File: src/rtl/npc_pkg.sv
`timescale 1ns / 1ps

package npc_pkg;

    // palette geometry
    localparam int SEARCHED_ENTRIES = 255;
    localparam int COLOR_W          = 8;
    localparam int ENTRY_W          = 3 * COLOR_W;
    localparam int CNT_W            = (SEARCHED_ENTRIES > 1) ? $clog2(SEARCHED_ENTRIES) : 1;
    localparam int IDX_OUT_W        = 8;
    localparam int CMP_W            = (CNT_W > IDX_OUT_W) ? CNT_W : IDX_OUT_W;
    localparam int SQ_W             = 2 * COLOR_W;
    localparam int DIST_W           = 18;
    localparam logic [DIST_W-1:0] MAX_DIST = 18'd195075;

    // request codes
    localparam logic REQ_WRITE = 1'b0;
    localparam logic REQ_QUERY = 1'b1;

    typedef enum logic [1:0] {
        ST_IDLE,
        ST_SCAN,
        ST_WAIT
    } state_t;

    // one palette entry leaving the head of the ring
    typedef struct packed {
        logic             valid;
        logic             last;
        logic [CNT_W-1:0] idx;
    } scan_t;

    // finished search
    typedef struct packed {
        logic              done;
        logic [CNT_W-1:0]  idx;
        logic [DIST_W-1:0] distance;
    } result_t;

endpackage

File: src/rtl/npc_cell.sv
`timescale 1ns / 1ps

module npc_cell
    import npc_pkg::*;
(
    input  logic               clk,
    input  logic               load,
    input  logic [ENTRY_W-1:0] load_data,
    input  logic               shift,
    input  logic [ENTRY_W-1:0] shift_in,
    output logic [ENTRY_W-1:0] data
);

    logic [ENTRY_W-1:0] data_reg;
    logic [ENTRY_W-1:0] data_next;

    // direct write when idle, rotate toward the head during a search
    always_comb
    begin
        data_next = data_reg;
        if (load)
        begin
            data_next = load_data;
        end
        else if (shift)
        begin
            data_next = shift_in;
        end
    end

    always_ff @(posedge clk)
    begin
        data_reg <= data_next;
    end

    assign data = data_reg;

endmodule

File: config.mk
export PLATFORM = sky130hd
export DESIGN_NAME = npc_cell
export DESIGN_NICKNAME = d
export VERILOG_FILES = /design/src/rtl/npc_pkg.sv /design/src/rtl/npc_cell.sv
export SDC_FILE = /design/constraint.sdc
export NUM_CORES = 1
export LEC_CHECK = 0
export BUFFER_PORTS_ARGS = -buffer_cell sky130_fd_sc_hd__buf_4
export CORE_ASPECT_RATIO = 0.8
export CORE_MARGIN = 2
export CORE_UTILIZATION = 37
export CTS_CLUSTER_SIZE = 14
export DETAILED_ROUTE_END_ITERATION = 10
export PLACE_DENSITY = 0.75
export RECOVER_POWER = 100
export SLEW_MARGIN = 20
export SYNTH_ARGS = -nofsm -noshare
export SYNTH_HDL_FRONTEND = slang
export SYNTH_SLANG_ARGS = --single-unit
File: constraint.sdc
create_clock -name clk -period 1.3 [get_ports clk]
set_input_delay 0.065 -clock clk [delete_from_list [all_inputs] [get_ports clk]]
set_output_delay 0.065 -clock clk [all_outputs]
set_load 0.02 [all_outputs]
* Yosys cells after proc, flatten, opt, wreduce, memory -nomap -nowiden
Index checks and enable logic that the tools add are counted.
** Word-level totals
- Output and inout bits :: 24
- Flip-flop bits (word level) :: 24
- Logic and storage cells :: 4
** Cells by class
- Reductions and logical operators :: 1
- Muxes and demuxes :: 2
** Operators by type and width (count)
- two-way mux 24 bit :: 2
- nonzero test 2 bit :: 1

* Logic depth before layout (Yosys ltp)
- Depth in word-level cells :: 2
- Mapped depth :: 3
- Gate-level depth less buffers :: 1

* Worst setup path after synthesis
OpenSTA, ideal clock, no wires.
- Path kind :: input to register
- From :: input load
- To :: register data_reg[0], in the netlist data[0], enable pin
- Stages :: 3
- Setup slack :: 8 ps
- Arrival time :: 910 ps
- Path through :: buf_6 -> buf_12 -> or2_1
** On the way
- Cells in the longest elaborated chain, start to end :: 1
** Ends and longest elaborated chain
- start, declared :: line npc_cell.sv:7 : input logic load,
- nonzero test 2 bit (no source line)
- end signal, assigned :: line npc_cell.sv:33 : data_reg <= data_next;
- end, declared :: line npc_cell.sv:14 : logic [ENTRY_W-1:0] data_reg;
No other way between the ends.
A chain may end at the register's enable or synchronous reset.

* Worst setup path after layout
- From :: input load
- To :: register data_reg[8], in the netlist data[8], enable pin
The elaborated chain is that of the path after synthesis.

==> metrics.md <==
| Metric | Value |
|---|---|
| Crit. End Element | `flip-flop` |
| Vias in the first global route | `761` |
| Mapped Area | `1120 um^2` |
| Fmax | `0.9833 GHz` |
| Sw Share | `0.2457` |
| Worst-Margin Slew | `459.0 ps` |
| Initial antenna violation count | `0` |
| P per Cell Area | `1114 nW/um^2` |
| Part of the power in registers | `0.547` |
| PostCTS Resize Cnt | `0` |
| # IOs | `75` |
| Die Area | `3485 um^2` |
| Total Wirelength | `2245 um` |
| Type of the worst setup path | `input port to flip-flop` |
| Pre-antenna DRT Iters | `3` |
| Cells after Synth | `52` |
| Post-DR wirelength/cell | `13.36 um` |
| CORE AREA | `2829 um^2` |
| Antenna-violating nets left | `0` |
| Starting Density | `0.3958` |
| Comb pwr share | `0.214` |
| Max transition margin | `0.6940` |
| Clock sink total | `24` |
| Leakage | `0.6586 nW` |
| GRT overflow | `0` |
| Syn Area/Cell | `21.54 um^2` |
| Clock share of power | `0.239` |
| Post-CTS Hold Fix Bufs | `0` |
| Status | `finished clean` |
| CTS Buffer Depth | `2` |
| Required time of the critical path | `1240 ps` |
| Main area contributors after synthesis | `edfxtp_1, mux2_4, mux2_2` |
| Peak VDD IR | `783.7 uV` |
| Antenna cells | `0` |
| Post-CTS Setup Bufs | `0` |
| Clock root cell | `clkbuf_8` |
| Syn nets | `103` |
| Num rows | `17` |
| Max FFs per register | `24` |
| Final setup fails | `0` |
| Placement Setup Slack | `212.3 ps` |
| Vias | `746` |
| Max-cap viol count | `0` |
| P_int | `0.001336 W` |
| Synth-to-layout area growth | `42.01%` |
| Worst hold stages | `2` |
| Post-layout min period | `1017 ps` |
| Yosys reg bits | `24` |
| Startpoint Class | `input port` |
| Num CTS Buffers | `3` |
| CTS H-tree lvls | `1` |
| Gp weighted congestion | `0.6432` |
| Final #Nets | `182` |
| Fin worst setup slack | `283.0 ps` |
| Die Wd | `65.51 um` |
| Fraction of layout cells with a size suffix above 1 | `0.4846` |
| DRC | `0` |
| Die Y | `53.21 um` |
| Yosys top cell area share | `0.6436` |
| Util after Layout | `0.5621` |
| First-pass GRT wire length | `3270 um` |
| Leading area contributor after synthesis | `edfxtp_1` |
| Port bufs | `74` |
| Worst-path clk slew | `80 ps` |
| Setup TNS Final | `0 ps` |
| RSZ-0062 raised after global routing | `false` |
| CP max FO | `17` |
| Largest net degree at the start of global routing | `18` |
| Hold Crit Class | `input port to flip-flop` |
| Slew Limit Fails | `0` |
| Drt via density | `4.440` |
| Fill cells | `258` |
| Tcrit/Tclk final | `0.7823` |
| Critical path arrival | `950 ps` |
| Iter 0 DRT Violations | `14` |
| Gr usage total | `0.1333` |
| Register area share after synthesis | `0.6436` |
| Synthesis warning total | `0` |
| CTS tree | `yes` |
| Final hold vios | `0` |
| Net switching power | `0.0004352 W` |
| Cell variety after synth | `6` |
==> cells in the final DEF, fill, tap and decap left out <==
| cell | instances |
|---|---|
| clkinv_1 | 1 |
| mux2_1 | 17 |
| clkbuf_1 | 24 |
| edfxtp_1 | 24 |
| clkbuf_8 | 3 |
| or2_0 | 1 |
| mux2_4 | 2 |
| mux2_2 | 5 |
| buf_4 | 49 |
| buf_12 | 1 |
| clkbuf_2 | 3 |
==> final timing paths <==
check | to | slack, ps | from
hold / removal | data[19]$_DFFE_PP_ | 90 | shift_in[19]
setup / recovery | data[8]$_DFFE_PP_ | 280 | load
==> cell type report <==
type                       count  area (um^2)  share of cell area
sequential                    24        720.7              0.4532
timing repair buffer          77        493.0              0.3100
multi-input combinational     25        284.0              0.1786
tap                           38        47.55             0.02990
clock buffer                   3        41.29             0.02596
clock inverter                 1        3.754            0.002360
==> cells in the mapped netlist <==
cell / count
edfxtp_1: 24
buf_12: 2
mux2_4: 19
or2_1: 1
mux2_2: 5
buf_6: 1
==> critical path: stages <==
cell      delay, ps
clkbuf_2        370
or2_0           200
clkbuf_2        310
==> power by group through the flow <==
stage / Combinational (W) / Clock (W) / Sequential (W)
after global placement: 0.000488 / 0 / 0.000988
after floorplan: 0.000132 / 0 / 0.00110
after detailed placement: 0.000494 / 0 / 0.000991
after global routing: 0.000407 / 0.000467 / 0.000978
final: 0.000379 / 0.000424 / 0.000969
after CTS: 0.000495 / 0.000440 / 0.000974
==> cells by family (layout without fill, tap and decap cells) <==
logic type / count (synthesis) / in the layout / share of synthesized area
buffers and inverters: 3 / 81 / 0.04581
DFF: 24 / 24 / 0.6436
muxes: 24 / 24 / 0.3050
and+or+nand+nor: 1 / 1 / 0.005590
==> stage by stage <==
step,hold slack [ps],total power (W),std cells,area [um^2]
3_3_place_gp,366.2,0.001476,164,1707
5_1_grt,82.61,0.001851,168,1590
2_1_floorplan,282.5,0.001235,52,1120
6_report,92.47,0.001771,168,1590
3_5_place_dp,368.2,0.001485,164,1707
4_1_cts,94.94,0.001909,168,1752
==> metal layers <==
| metal | routed length (um) | GRT usage | share of wire |
|---|---|---|---|
| met5 | 0 | 0 | 0 |
| met4 | 17 | 0.04167 | 0.0076 |
| met3 | 258 | 0.07660 | 0.11 |
| met2 | 1192 | 0.2364 | 0.53 |
| met1 | 776 | 0.1332 | 0.35 |
Power figures use the tool's default switching activity.
