`src/rtl/npc_pkg.sv`:
```
`timescale 1ns / 1ps

package npc_pkg;

    // palette geometry
    localparam int SEARCHED_ENTRIES = 255;
    localparam int COLOR_W          = 8;
    localparam int ENTRY_W          = 3 * COLOR_W;
    localparam int CNT_W            = (SEARCHED_ENTRIES > 1) ? $clog2(SEARCHED_ENTRIES) : 1;
    localparam int IDX_OUT_W        = 8;
    localparam int CMP_W            = (CNT_W > IDX_OUT_W) ? CNT_W : IDX_OUT_W;
    localparam int SQ_W             = 2 * COLOR_W;
    localparam int DIST_W           = 18;
    localparam logic [DIST_W-1:0] MAX_DIST = 18'd195075;

    // request codes
    localparam logic REQ_WRITE = 1'b0;
    localparam logic REQ_QUERY = 1'b1;

    typedef enum logic [1:0] {
        ST_IDLE,
        ST_SCAN,
        ST_WAIT
    } state_t;

    // one palette entry leaving the head of the ring
    typedef struct packed {
        logic             valid;
        logic             last;
        logic [CNT_W-1:0] idx;
    } scan_t;

    // finished search
    typedef struct packed {
        logic              done;
        logic [CNT_W-1:0]  idx;
        logic [DIST_W-1:0] distance;
    } result_t;

endpackage

```
`src/rtl/npc_dist.sv`:
```
`timescale 1ns / 1ps

module npc_dist
    import npc_pkg::*;
(
    input  logic               clk,
    input  logic               rst_n,
    input  scan_t              scan_in,
    input  logic [ENTRY_W-1:0] entry,
    input  logic [COLOR_W-1:0] target_red,
    input  logic [COLOR_W-1:0] target_green,
    input  logic [COLOR_W-1:0] target_blue,
    output result_t            result
);

    function automatic logic [COLOR_W-1:0] abs_diff(input logic [COLOR_W-1:0] a,
                                                     input logic [COLOR_W-1:0] b);
        abs_diff = (a > b) ? (a - b) : (b - a);
    endfunction

    logic [COLOR_W-1:0] d_red;
    logic [COLOR_W-1:0] d_green;
    logic [COLOR_W-1:0] d_blue;

    logic              s1_valid_reg;
    logic              s1_last_reg;
    logic [CNT_W-1:0]  s1_idx_reg;
    logic [SQ_W-1:0]   sq_red_reg;
    logic [SQ_W-1:0]   sq_green_reg;
    logic [SQ_W-1:0]   sq_blue_reg;

    logic [DIST_W-1:0] sum;
    logic              take;

    logic              done_reg;
    logic [CNT_W-1:0]  best_idx_reg;
    logic [DIST_W-1:0] best_dist_reg;

    // stage 1: per-channel differences and squares
    assign d_red   = abs_diff(entry[3*COLOR_W-1:2*COLOR_W], target_red);
    assign d_green = abs_diff(entry[2*COLOR_W-1:COLOR_W], target_green);
    assign d_blue  = abs_diff(entry[COLOR_W-1:0], target_blue);

    always_ff @(posedge clk or negedge rst_n)
    begin
        if (!rst_n)
        begin
            s1_valid_reg <= 1'b0;
        end
        else
        begin
            s1_valid_reg <= scan_in.valid;
        end
    end

    always_ff @(posedge clk)
    begin
        s1_last_reg  <= scan_in.last;
        s1_idx_reg   <= scan_in.idx;
        sq_red_reg   <= SQ_W'(d_red) * SQ_W'(d_red);
        sq_green_reg <= SQ_W'(d_green) * SQ_W'(d_green);
        sq_blue_reg  <= SQ_W'(d_blue) * SQ_W'(d_blue);
    end

    // stage 2: sum and keep the strictly nearer entry, first entry always taken
    assign sum  = DIST_W'(sq_red_reg) + DIST_W'(sq_green_reg) + DIST_W'(sq_blue_reg);
    assign take = (s1_idx_reg == '0) || (sum < best_dist_reg);

    always_ff @(posedge clk or negedge rst_n)
    begin
        if (!rst_n)
        begin
            done_reg <= 1'b0;
        end
        else
        begin
            done_reg <= s1_valid_reg && s1_last_reg;
        end
    end

    always_ff @(posedge clk)
    begin
        if (s1_valid_reg && take)
        begin
            best_idx_reg  <= s1_idx_reg;
            best_dist_reg <= sum;
        end
    end

    assign result.done     = done_reg;
    assign result.idx      = best_idx_reg;
    assign result.distance = best_dist_reg;

endmodule

```
`config.mk`:
```
export PLATFORM = sky130hd
export DESIGN_NAME = npc_dist
export DESIGN_NICKNAME = d
export VERILOG_FILES = /design/src/rtl/npc_pkg.sv /design/src/rtl/npc_dist.sv
export SDC_FILE = /design/constraint.sdc
export NUM_CORES = 1
export LEC_CHECK = 0
export BUFFER_PORTS_ARGS = -buffer_cell sky130_fd_sc_hd__clkbuf_2
export CAP_MARGIN = 30
export CORE_ASPECT_RATIO = 0.75
export CORE_MARGIN = 5
export CORE_UTILIZATION = 60
export DETAILED_ROUTE_END_ITERATION = 10
export GPL_ROUTABILITY_DRIVEN = 0
export GPL_TIMING_DRIVEN = 0
export PLACE_DENSITY = 0.8
export SETUP_SLACK_MARGIN = 0.3
export SYNTH_ARGS = -nofsm -noshare
export SYNTH_HDL_FRONTEND = slang
export SYNTH_SLANG_ARGS = --single-unit
```
`constraint.sdc`:
```
create_clock -name clk -period 7.05 [get_ports clk]
set_input_delay 0.705 -clock clk [delete_from_list [all_inputs] [get_ports clk]]
set_output_delay 0.705 -clock clk [all_outputs]
set_load 0.01 [all_outputs]
```
# Word level (Yosys, flattened, before mapping)
# Cells that the tools add are included.
[word_totals]
latchBits = 0
ram_bits = 0
regBits = 85
mem_bits_ro = 0
wordCells = 31
n_memories = 0
output_inout_bits = 27
[classes]
div_mod_pow = 0
eq_ne = 0
multipliers = 3
addsub = 8
n_reduce_logical = 4
bitwise = 0
n_shift = 0
n_mux = 3
magnitude_cmp = 4
[op_table]
columns = ["op", "n"]
rows = [
  ["$mul A8 B8 Y16", 3],
  ["$sub A8 B8 Y8", 6],
  ["$gt A8 B8 Y1", 3],
  ["$mux W8", 3],
  ["$add A17 B16 Y18", 1],
  ["$lt A18 B18 Y1", 1],
  ["$add A16 B16 Y17", 1],
  ["$logic_not A8 Y1", 1],
  ["$logic_and A1 B1 Y1", 2],
  ["$logic_or A1 B1 Y1", 1],
]

# Depth between registers and ports, before layout
# Gate-level depths: netlist of the first run.
[depth]
depth_word = 5
mapped_depth = 27
depth_no_buf = 26

# Worst setup path before layout of the first run
# OpenSTA, ideal clock, no wires.
[synth_path]
path_type = "input port to flip-flop"
from = "input port entry[16]"
to = "register sq_red_reg[12]"
stages = 23
setup_time_ns = 0.079
n_path_buf = 1
arrival_ns = 6.330
setup_slack_ns = 0.641
path_cell_list = "inv_1 -> ha_1 -> inv_1 -> fa_1 -> a21o_1 -> a221oi_2 -> a211oi_4 -> mux2i_1 -> xnor2_2 -> buf_4 -> or2_2 -> fa_1 -> inv_1 -> fa_1 -> fa_1 -> inv_1 -> fa_1 -> inv_1 -> ha_1 -> or2_2 -> o21ai_1 -> or4b_2 -> o211ai_1"
[synth_via]
elab_chain_len = 3
word_cells_on_any_way = 5
[synth_rtl]
columns = ["element", "line_no", "rtl"]
rows = [
  ["start: declaration", "npc_dist.sv:9", "input logic [ENTRY_W-1:0] entry,"],
  ["$sub A8 B8 Y8 / $gt A8 B8 Y1 (equally long branches)", "npc_dist.sv:18", "abs_diff = (a > b) ? (a - b) : (b - a);"],
  ["$mux W8 (*)", "npc_dist.sv:18", ""],
  ["$mul A8 B8 Y16 (*)", "npc_dist.sv:60", "sq_red_reg <= SQ_W'(d_red) * SQ_W'(d_red);"],
  ["end signal: assignment", "npc_dist.sv:60", ""],
  ["end: declaration", "npc_dist.sv:28", "logic [SQ_W-1:0] sq_red_reg;"],
]
# Mark *: on every way between the ends. The rest lies on a longest branch, timed or not.
# A chain may end at the register's enable or synchronous reset.

# Final worst setup path of the first run
[layout_path]
from = "input port entry[8]"
to = "register sq_green_reg[12]"
[layout_via]
elab_chain_len = 3
word_cells_on_any_way = 5
[layout_rtl]
columns = ["element", "line_no", "rtl"]
rows = [
  ["$sub A8 B8 Y8 / $gt A8 B8 Y1 (equally long branches)", "npc_dist.sv:18", ""],
  ["$mux W8 (*)", "npc_dist.sv:18", ""],
  ["$mul A8 B8 Y16 (*)", "npc_dist.sv:61", "sq_green_reg <= SQ_W'(d_green) * SQ_W'(d_green);"],
  ["end signal: assignment", "npc_dist.sv:61", ""],
  ["end: declaration", "npc_dist.sv:29", "logic [SQ_W-1:0] sq_green_reg;"],
]
# Marks and branches as above.

==> flow_summary.ini, run 1 <==
[global_route]
grt_first_pass_wirelength_um = 34200
first_global_vias = 7495
maximum_number_of_pins_on_one_net_before_global_route_repair = 20
grt_use_total_pct = 20.7
grt-ovfl-total = 0
grt_antenna_before_repair = 0

[detailed_routing]
detailroute.via_count = 7601
drt-wirelength-per-cell_um = 14.2
drt_pass1_iterations = 5
drt_iter0_drc = 367
postRouteAntennaNets = 0
wl_um = 20300
viasPerCell = 5.33
drcViolationCount = 0

[sta]
report.final.hold_viol_count = 0
fin_tns_setup_ps = 0
finalCritPeriodShare_pct = 92.6
final_count_of_pins_violating_max_slew = 0
timing.final.setup_violations = 0
fmax_ghz = 0.153
max_slew_margin_pct = 57.7
setup_repair_after_global_routing_missed_its_margin = true
fin_ws_ps = 522
fin_worst_skew_ps = 7.54
max_slew.worst_pin.slew_ps = 623
period_needed_ps = 6530

[clock_tree]
ctsRootBufferMaster = sky130_fd_sc_hd__clkbuf_16
clock_insertion_delay_worst_skew_ps = 330
cts_made_buffers = 9
tritoncts_clock_tree = done
htree_depth = 3
clock_tree.buffer_depth = 2
clock_transition_time_at_the_flip_flop_clock_pins_of_the_worst_setup_and_hold_paths_ps = 60
numClockSinks = 82

[floorplan]
floorplan.die_area_mm2 = 0.0197
num_io_pins = 87
initial_core_utilization_pct = 60.8
coreArea_mm2 = 0.0167
die_width_um = 160
die_height_um = 123
num_rows = 41

[finish]
insertedDiodeCount = 0
final_layout_size_suffix_gt1_share_pct = 16.4
largest_register_ff_count = 18
final_nets = 1530
final_core_util_pct = 68.9
fin_cells = 1427
area_growth_syn_to_layout_pct = 13.5

[setup_path]
critical_path_peak_fanout = 6
start_kind = input port
required_ps = 7250
critical_path.endpoint_type = flop
timing.setup.critical_path_class = in2reg
data_arrival_time_of_the_critical_path_ps = 6730

[placement]
port_buffers = 86
detailedPlacementHpwl_um = 16600
pre_cts_ws_ps = -161
placedCellCount = 1397

[synth]
ys_dominant_reg_cell = sky130_fd_sc_hd__dfxtp_1
synth_seq_area_share_pct = 18.8
postSynthCellCount = 1094
synthArstFlopShare_pct = 2.44
postSynthRegisterBits = 82
syn-cell-area_mm2 = 0.0102
synth_enable_flop_cells = 26
synth_area_per_cell_um2 = 9.29
synthDistinctLibCells = 72
yosys_warnings = 0

[run_status]
run_status = finished clean

[run]
maxCapViolations = 0

[hold_path]
min-delay-path-class = in2async
[per-stage QoR]
step	cell area, um^2	hold slack [ps]
after floorplan	10200	409
after global placement	10900	413
after detailed placement	10900	421
after CTS	11200	137
after global routing	11500	133
final	11500	145
[critical path, cell delays in order]
cell and delay [ps]:
sky130_fd_sc_hd__clkbuf_2 90, sky130_fd_sc_hd__inv_1 50, sky130_fd_sc_hd__ha_1 150, sky130_fd_sc_hd__inv_1 50
sky130_fd_sc_hd__fa_1 410, sky130_fd_sc_hd__a21o_1 240, sky130_fd_sc_hd__a221oi_4 330, sky130_fd_sc_hd__a21oi_4 170
sky130_fd_sc_hd__mux2i_4 270, sky130_fd_sc_hd__xor2_4 290, sky130_fd_sc_hd__or2_1 180, sky130_fd_sc_hd__inv_1 60
sky130_fd_sc_hd__fa_1 480, sky130_fd_sc_hd__fa_1 540, sky130_fd_sc_hd__inv_1 50, sky130_fd_sc_hd__fa_1 500
sky130_fd_sc_hd__fa_1 560, sky130_fd_sc_hd__inv_1 60, sky130_fd_sc_hd__ha_1 320, sky130_fd_sc_hd__inv_1 80
sky130_fd_sc_hd__nor2_1 110, sky130_fd_sc_hd__o31a_1 200, sky130_fd_sc_hd__o22ai_2 130, sky130_fd_sc_hd__and4b_1 220
sky130_fd_sc_hd__or4b_1 470
[final timing paths]
check                      slack, ps               end  depth (start not counted)          start
setup / recovery                 520  sq_green_reg[12]                         25       entry[8]
hold / removal                   140          done_reg                          1          rst_n
setup reg to reg                2460  best_dist_reg[7]                         15  sq_red_reg[3]
hold reg to reg                  440          done_reg                          1    s1_last_reg
max in group asynchronous       6810      s1_valid_reg                          1          rst_n
min in group clk                 440          done_reg                          1    s1_last_reg
[area by class of cell]
type	count	area [um^2]
Multi-Input combinational cell	769	7520
Sequential cell	82	1910
Tap cell	215	269
Buffer	22	125
Clock inverter	7	70.1
Clock buffer	9	225
Inverter	222	833
Timing Repair Buffer	101	571
Fill cell	1256	5190
[layout by cell type, fill, tap and decap left out, types with 21 or more instances in the layout]
| cell type | n |
|---|---|
| sky130_fd_sc_hd__inv_1 | 221 |
| sky130_fd_sc_hd__ha_1 | 166 |
| sky130_fd_sc_hd__nor2_1 | 101 |
| sky130_fd_sc_hd__fa_1 | 97 |
| sky130_fd_sc_hd__clkbuf_2 | 89 |
| sky130_fd_sc_hd__a21oi_1 | 54 |
| sky130_fd_sc_hd__dfxtp_1 | 54 |
| sky130_fd_sc_hd__xnor2_1 | 42 |
| sky130_fd_sc_hd__a21o_1 | 38 |
| sky130_fd_sc_hd__o21ai_0 | 26 |
| sky130_fd_sc_hd__edfxtp_1 | 26 |
| sky130_fd_sc_hd__nand2_1 | 21 |
[synthesized netlist by cell type, drive strengths merged (3+ instances only)]
cell type,instances,area share (%)
nor3,13,0.69
xor2,21,2.0
o22ai,5,0.31
nor2b,4,0.25
edfxtp,26,7.7
or3,4,0.25
a21oi,57,3.0
nand4,10,0.62
a31oi,11,0.68
nand2b,5,0.31
nand3b,6,0.44
buf,15,0.94
a221oi,5,0.84
o31a,3,0.26
a211oi,10,0.86
o21a,13,0.96
and2,5,0.32
xnor2,52,4.7
and3,6,0.42
inv,222,8.2
mux2i,18,1.8
clkbuf,7,0.27
o21ai,28,1.4
o21bai,5,0.37
dfxtp,54,11
fa,97,19
a21o,39,2.9
nand3,7,0.34
nor2,107,4.1
or2,20,1.2
nor4,3,0.18
ha,166,20
nand2,21,0.78
[logic make-up (layout without fill, tap and decap cells)]
logic type / Yosys count / after routing / share of synthesized area, %
XOR/XNOR: 73 / 73 / 6.74
flip-flops: 82 / 82 / 18.8
buffers and inverters: 244 / 361 / 9.41
adder cells (fa/ha/maj): 263 / 263 / 39.6
other: 2 / 3 / 0.0739
AND/OR/NAND/NOR: 219 / 219 / 10.6
multiplexers: 18 / 18 / 1.81
AO/OA/AOI/OAI: 193 / 193 / 13.0
[routing by layer]
layer | track usage (%) | wire (um) | vias to the layer above
met5 | 0 | 0 | -
li1 | - | - | 3820
met1 | 31.4 | 10200 | 3574
met3 | 2.95 | 1040 | 15
met4 | 2.47 | 139 | 0
met2 | 32.8 | 8920 | 192
[what timing repair did]
action | CTS | global route
setup endpoints to repair | 2 | 10
gates resized for setup | 2 | 36
setup buffers | 3 | 11
hold buffers | 0 | 0
pin swaps | 1 | 10
Power of run 1 is left out: the tool's default activity adds up to more than one toggle a clock period on the data nets, which glitch-free logic cannot reach.
==> inputs of run 2 (changes only) <==
Settings changed: ABC_AREA set to 1.
==> run 2 against run 1 <==
Net effect: critical path type unchanged; area after synthesis is 8.6% higher; clock-buffer cell count is the same; highest routed layer unchanged; global-route usage grew 0.62 points; setup slack better by 580 ps; sequential share of layout area is 0.85 points lower; first-iteration DRC count up 52%; hold slack gained 1.9 ps; die area is 8.0% higher; synthesized cell count grew 32%.
==> flow_summary.ini, run 2 <==
[run_status]
run_status = finished clean

[synth]
synth_area_per_cell_um2 = 7.67
synth_largest_type_area_fraction_pct = 18.8
synth_enable_flop_cells = 26
synthDistinctLibCells = 43
netlist_top_cells_area = sky130_fd_sc_hd__ha_1 (19%), sky130_fd_sc_hd__fa_1 (18%), sky130_fd_sc_hd__inv_1 (11%), sky130_fd_sc_hd__nand2_1 (11%), sky130_fd_sc_hd__dfxtp_1 (9.8%)
yosys_warnings = 0
post-synth-top-area-cell = sky130_fd_sc_hd__ha_1
synth_top_cells_by_count = sky130_fd_sc_hd__inv_1 (316), sky130_fd_sc_hd__nand2_1 (309), sky130_fd_sc_hd__ha_1 (166), sky130_fd_sc_hd__nor2_1 (112), sky130_fd_sc_hd__fa_1 (97)
ys_dominant_reg_cell = sky130_fd_sc_hd__dfxtp_1
yosys.cell_count.top_type = sky130_fd_sc_hd__inv_1
postSynthRegisterBits = 82
postSynthCellCount = 1440
synth_seq_area_share_pct = 17.3
synthArstFlopShare_pct = 2.44
syn-cell-area_mm2 = 0.0110

[sta]
fin_ws_ps = 1100
max_slew_margin_pct = 48.4
fin_tns_setup_ps = 0
report.final.hold_viol_count = 0
fin_worst_skew_ps = 4.41
period_needed_ps = 5950
fmax_ghz = 0.168
final_count_of_pins_violating_max_slew = 0
finalCritPeriodShare_pct = 84.3
setup_repair_after_global_routing_missed_its_margin = false
timing.final.setup_violations = 0
max_slew.worst_pin.slew_ps = 769

[finish]
insertedDiodeCount = 0
leading_cell_type_in_the_layout_fill_and_taps_excluded = sky130_fd_sc_hd__inv_1
leading_cell_types_in_the_layout_fill_and_taps_excluded = sky130_fd_sc_hd__inv_1 (316), sky130_fd_sc_hd__nand2_1 (309), sky130_fd_sc_hd__ha_1 (166)
final_layout_size_suffix_gt1_share_pct = 11.5
final_nets = 1862
area_growth_syn_to_layout_pct = 10.1
largest_register_ff_count = 18

[setup_path]
critical_path.endpoint_type = flop
required_ps = 7280
critical_path_peak_fanout = 9
start_kind = input port
data_arrival_time_of_the_critical_path_ps = 6180
timing.setup.critical_path_class = in2reg

[detailed_routing]
drt_iter0_drc = 558
drt_pass1_iterations = 7
drcViolationCount = 0
viasPerCell = 5.04
postRouteAntennaNets = 0
wl_um = 22000
detailroute.via_count = 9020
drt-wirelength-per-cell_um = 12.3

[clock_tree]
ctsRootBufferMaster = sky130_fd_sc_hd__clkbuf_16
clock_transition_time_at_the_flip_flop_clock_pins_of_the_worst_setup_and_hold_paths_ps = 60
cts_post_setup_buffers_inserted = 0
clock_tree.buffer_depth = 2
clock_insertion_delay_worst_skew_ps = 340
post_cts.resized_instances = 0
htree_depth = 3
numClockSinks = 82
tritoncts_clock_tree = done
cts-hold-fix-buffers = 0
cts_made_buffers = 9

[global_route]
maximum_number_of_pins_on_one_net_before_global_route_repair = 16
first_global_vias = 8647
grt_first_pass_wirelength_um = 38800
grt_use_total_pct = 21.4
grt-ovfl-total = 0
grt_antenna_before_repair = 0

[floorplan]
coreArea_mm2 = 0.0183
num_io_pins = 87
die_width_um = 167
floorplan.die_area_mm2 = 0.0212
initial_core_utilization_pct = 60.3
num_rows = 43
die_height_um = 127

[placement]
detailedPlacementHpwl_um = 18700
pre_cts_ws_ps = 762
port_buffers = 86

[run]
maxCapViolations = 0

[hold_path]
min-delay-path-class = in2async
-- run 2: cell types whose count changed after synthesis, sizes merged, moves of 10 or more --
| cell | before | now |
|---|---|---|
| xor2 | 21 | 38 |
| o21a | 13 | 0 |
| xnor2 | 52 | 26 |
| or2 | 20 | 3 |
| nand3 | 7 | 72 |
| inv | 222 | 326 |
| a21o | 39 | 7 |
| nand2 | 21 | 340 |
| nor3 | 13 | 1 |
| o21ai | 28 | 38 |
| mux2i | 18 | 0 |
| nor2 | 107 | 123 |
-- run 2: logic make-up (layout without fill, tap and decap cells) --
logic type                 after synthesis  in the layout  share of synthesized area [%]
adders and majority gates              263            263                           36.4
DFF                                     82             82                           17.3
and+or+nand+nor                        559            559                           22.3
xor gates and xnor gates                64             64                           5.15
other                                    2              3                         0.0680
buffers and inverters                  337            440                           11.8
AOI/OAI and AO/OA                      133            133                           6.90
-- run 2: per-layer routing --
metal / vias to the layer above / track usage [%] / share of wire, %
li1: 4639 / - / -
met1: 4204 / 30.7 / 48
met2: 157 / 35.8 / 47
met3: 20 / 2.54 / 4.1
met4: 0 / 3.08 / 0.92
met5: - / 0 / 0
-- run 2: final timing paths --
check                               start  slack (ps)  cells after the start               end
min reg2reg                   s1_last_reg         420                      2          done_reg
max                              entry[8]        1100                     28  sq_green_reg[13]
min                                 rst_n         150                      1      s1_valid_reg
min in group clk              s1_last_reg         420                      2          done_reg
max in group asynchronous           rst_n        6800                      1          done_reg
max reg2reg                sq_red_reg[10]        2810                     16  best_dist_reg[4]
-- run 2: stage by stage --
step                      instances  area, um^2  utilization [%]  hold slack, ps
final                          1791       12200             66.4             147
after global routing           1791       12200             66.4             139
after CTS                      1791       12200             66.4             140
after detailed placement       1775       11800             64.5             409
after global placement         1774       11800             64.4             391
after floorplan                1441       11000                -             387
-- run 2: critical path, cell delays in order --
cell and delay (ps):
sky130_fd_sc_hd__clkbuf_2 90, sky130_fd_sc_hd__inv_1 50, sky130_fd_sc_hd__ha_1 130, sky130_fd_sc_hd__inv_1 50, sky130_fd_sc_hd__fa_1 440, sky130_fd_sc_hd__nand3_1 100
sky130_fd_sc_hd__nand3_1 110, sky130_fd_sc_hd__nand2_1 100, sky130_fd_sc_hd__nand2_2 60, sky130_fd_sc_hd__nand2_4 120, sky130_fd_sc_hd__nand2_1 80, sky130_fd_sc_hd__o21ai_2 90
sky130_fd_sc_hd__clkinv_1 300, sky130_fd_sc_hd__nor2_1 300, sky130_fd_sc_hd__fa_1 460, sky130_fd_sc_hd__fa_1 560, sky130_fd_sc_hd__inv_1 60, sky130_fd_sc_hd__fa_1 500
sky130_fd_sc_hd__fa_1 540, sky130_fd_sc_hd__inv_1 40, sky130_fd_sc_hd__ha_1 340, sky130_fd_sc_hd__a21oi_1 190, sky130_fd_sc_hd__a21boi_0 330, sky130_fd_sc_hd__o21ai_0 180
sky130_fd_sc_hd__nand2_1 110, sky130_fd_sc_hd__nand2_1 50, sky130_fd_sc_hd__nand2_1 50, sky130_fd_sc_hd__nand2_1 50
-- run 2: cell type report --
type,count,area (um^2)
Buffer,10,70.1
Clock inverter,7,126
Timing Repair Buffer,87,445
Inverter,327,1230
Clock buffer,9,225
Sequential cell,82,1910
Tap cell,247,309
Multi-Input combinational cell,1022,7830
Fill cell,1568,6140
Power of run 2 is left out for the same reason.
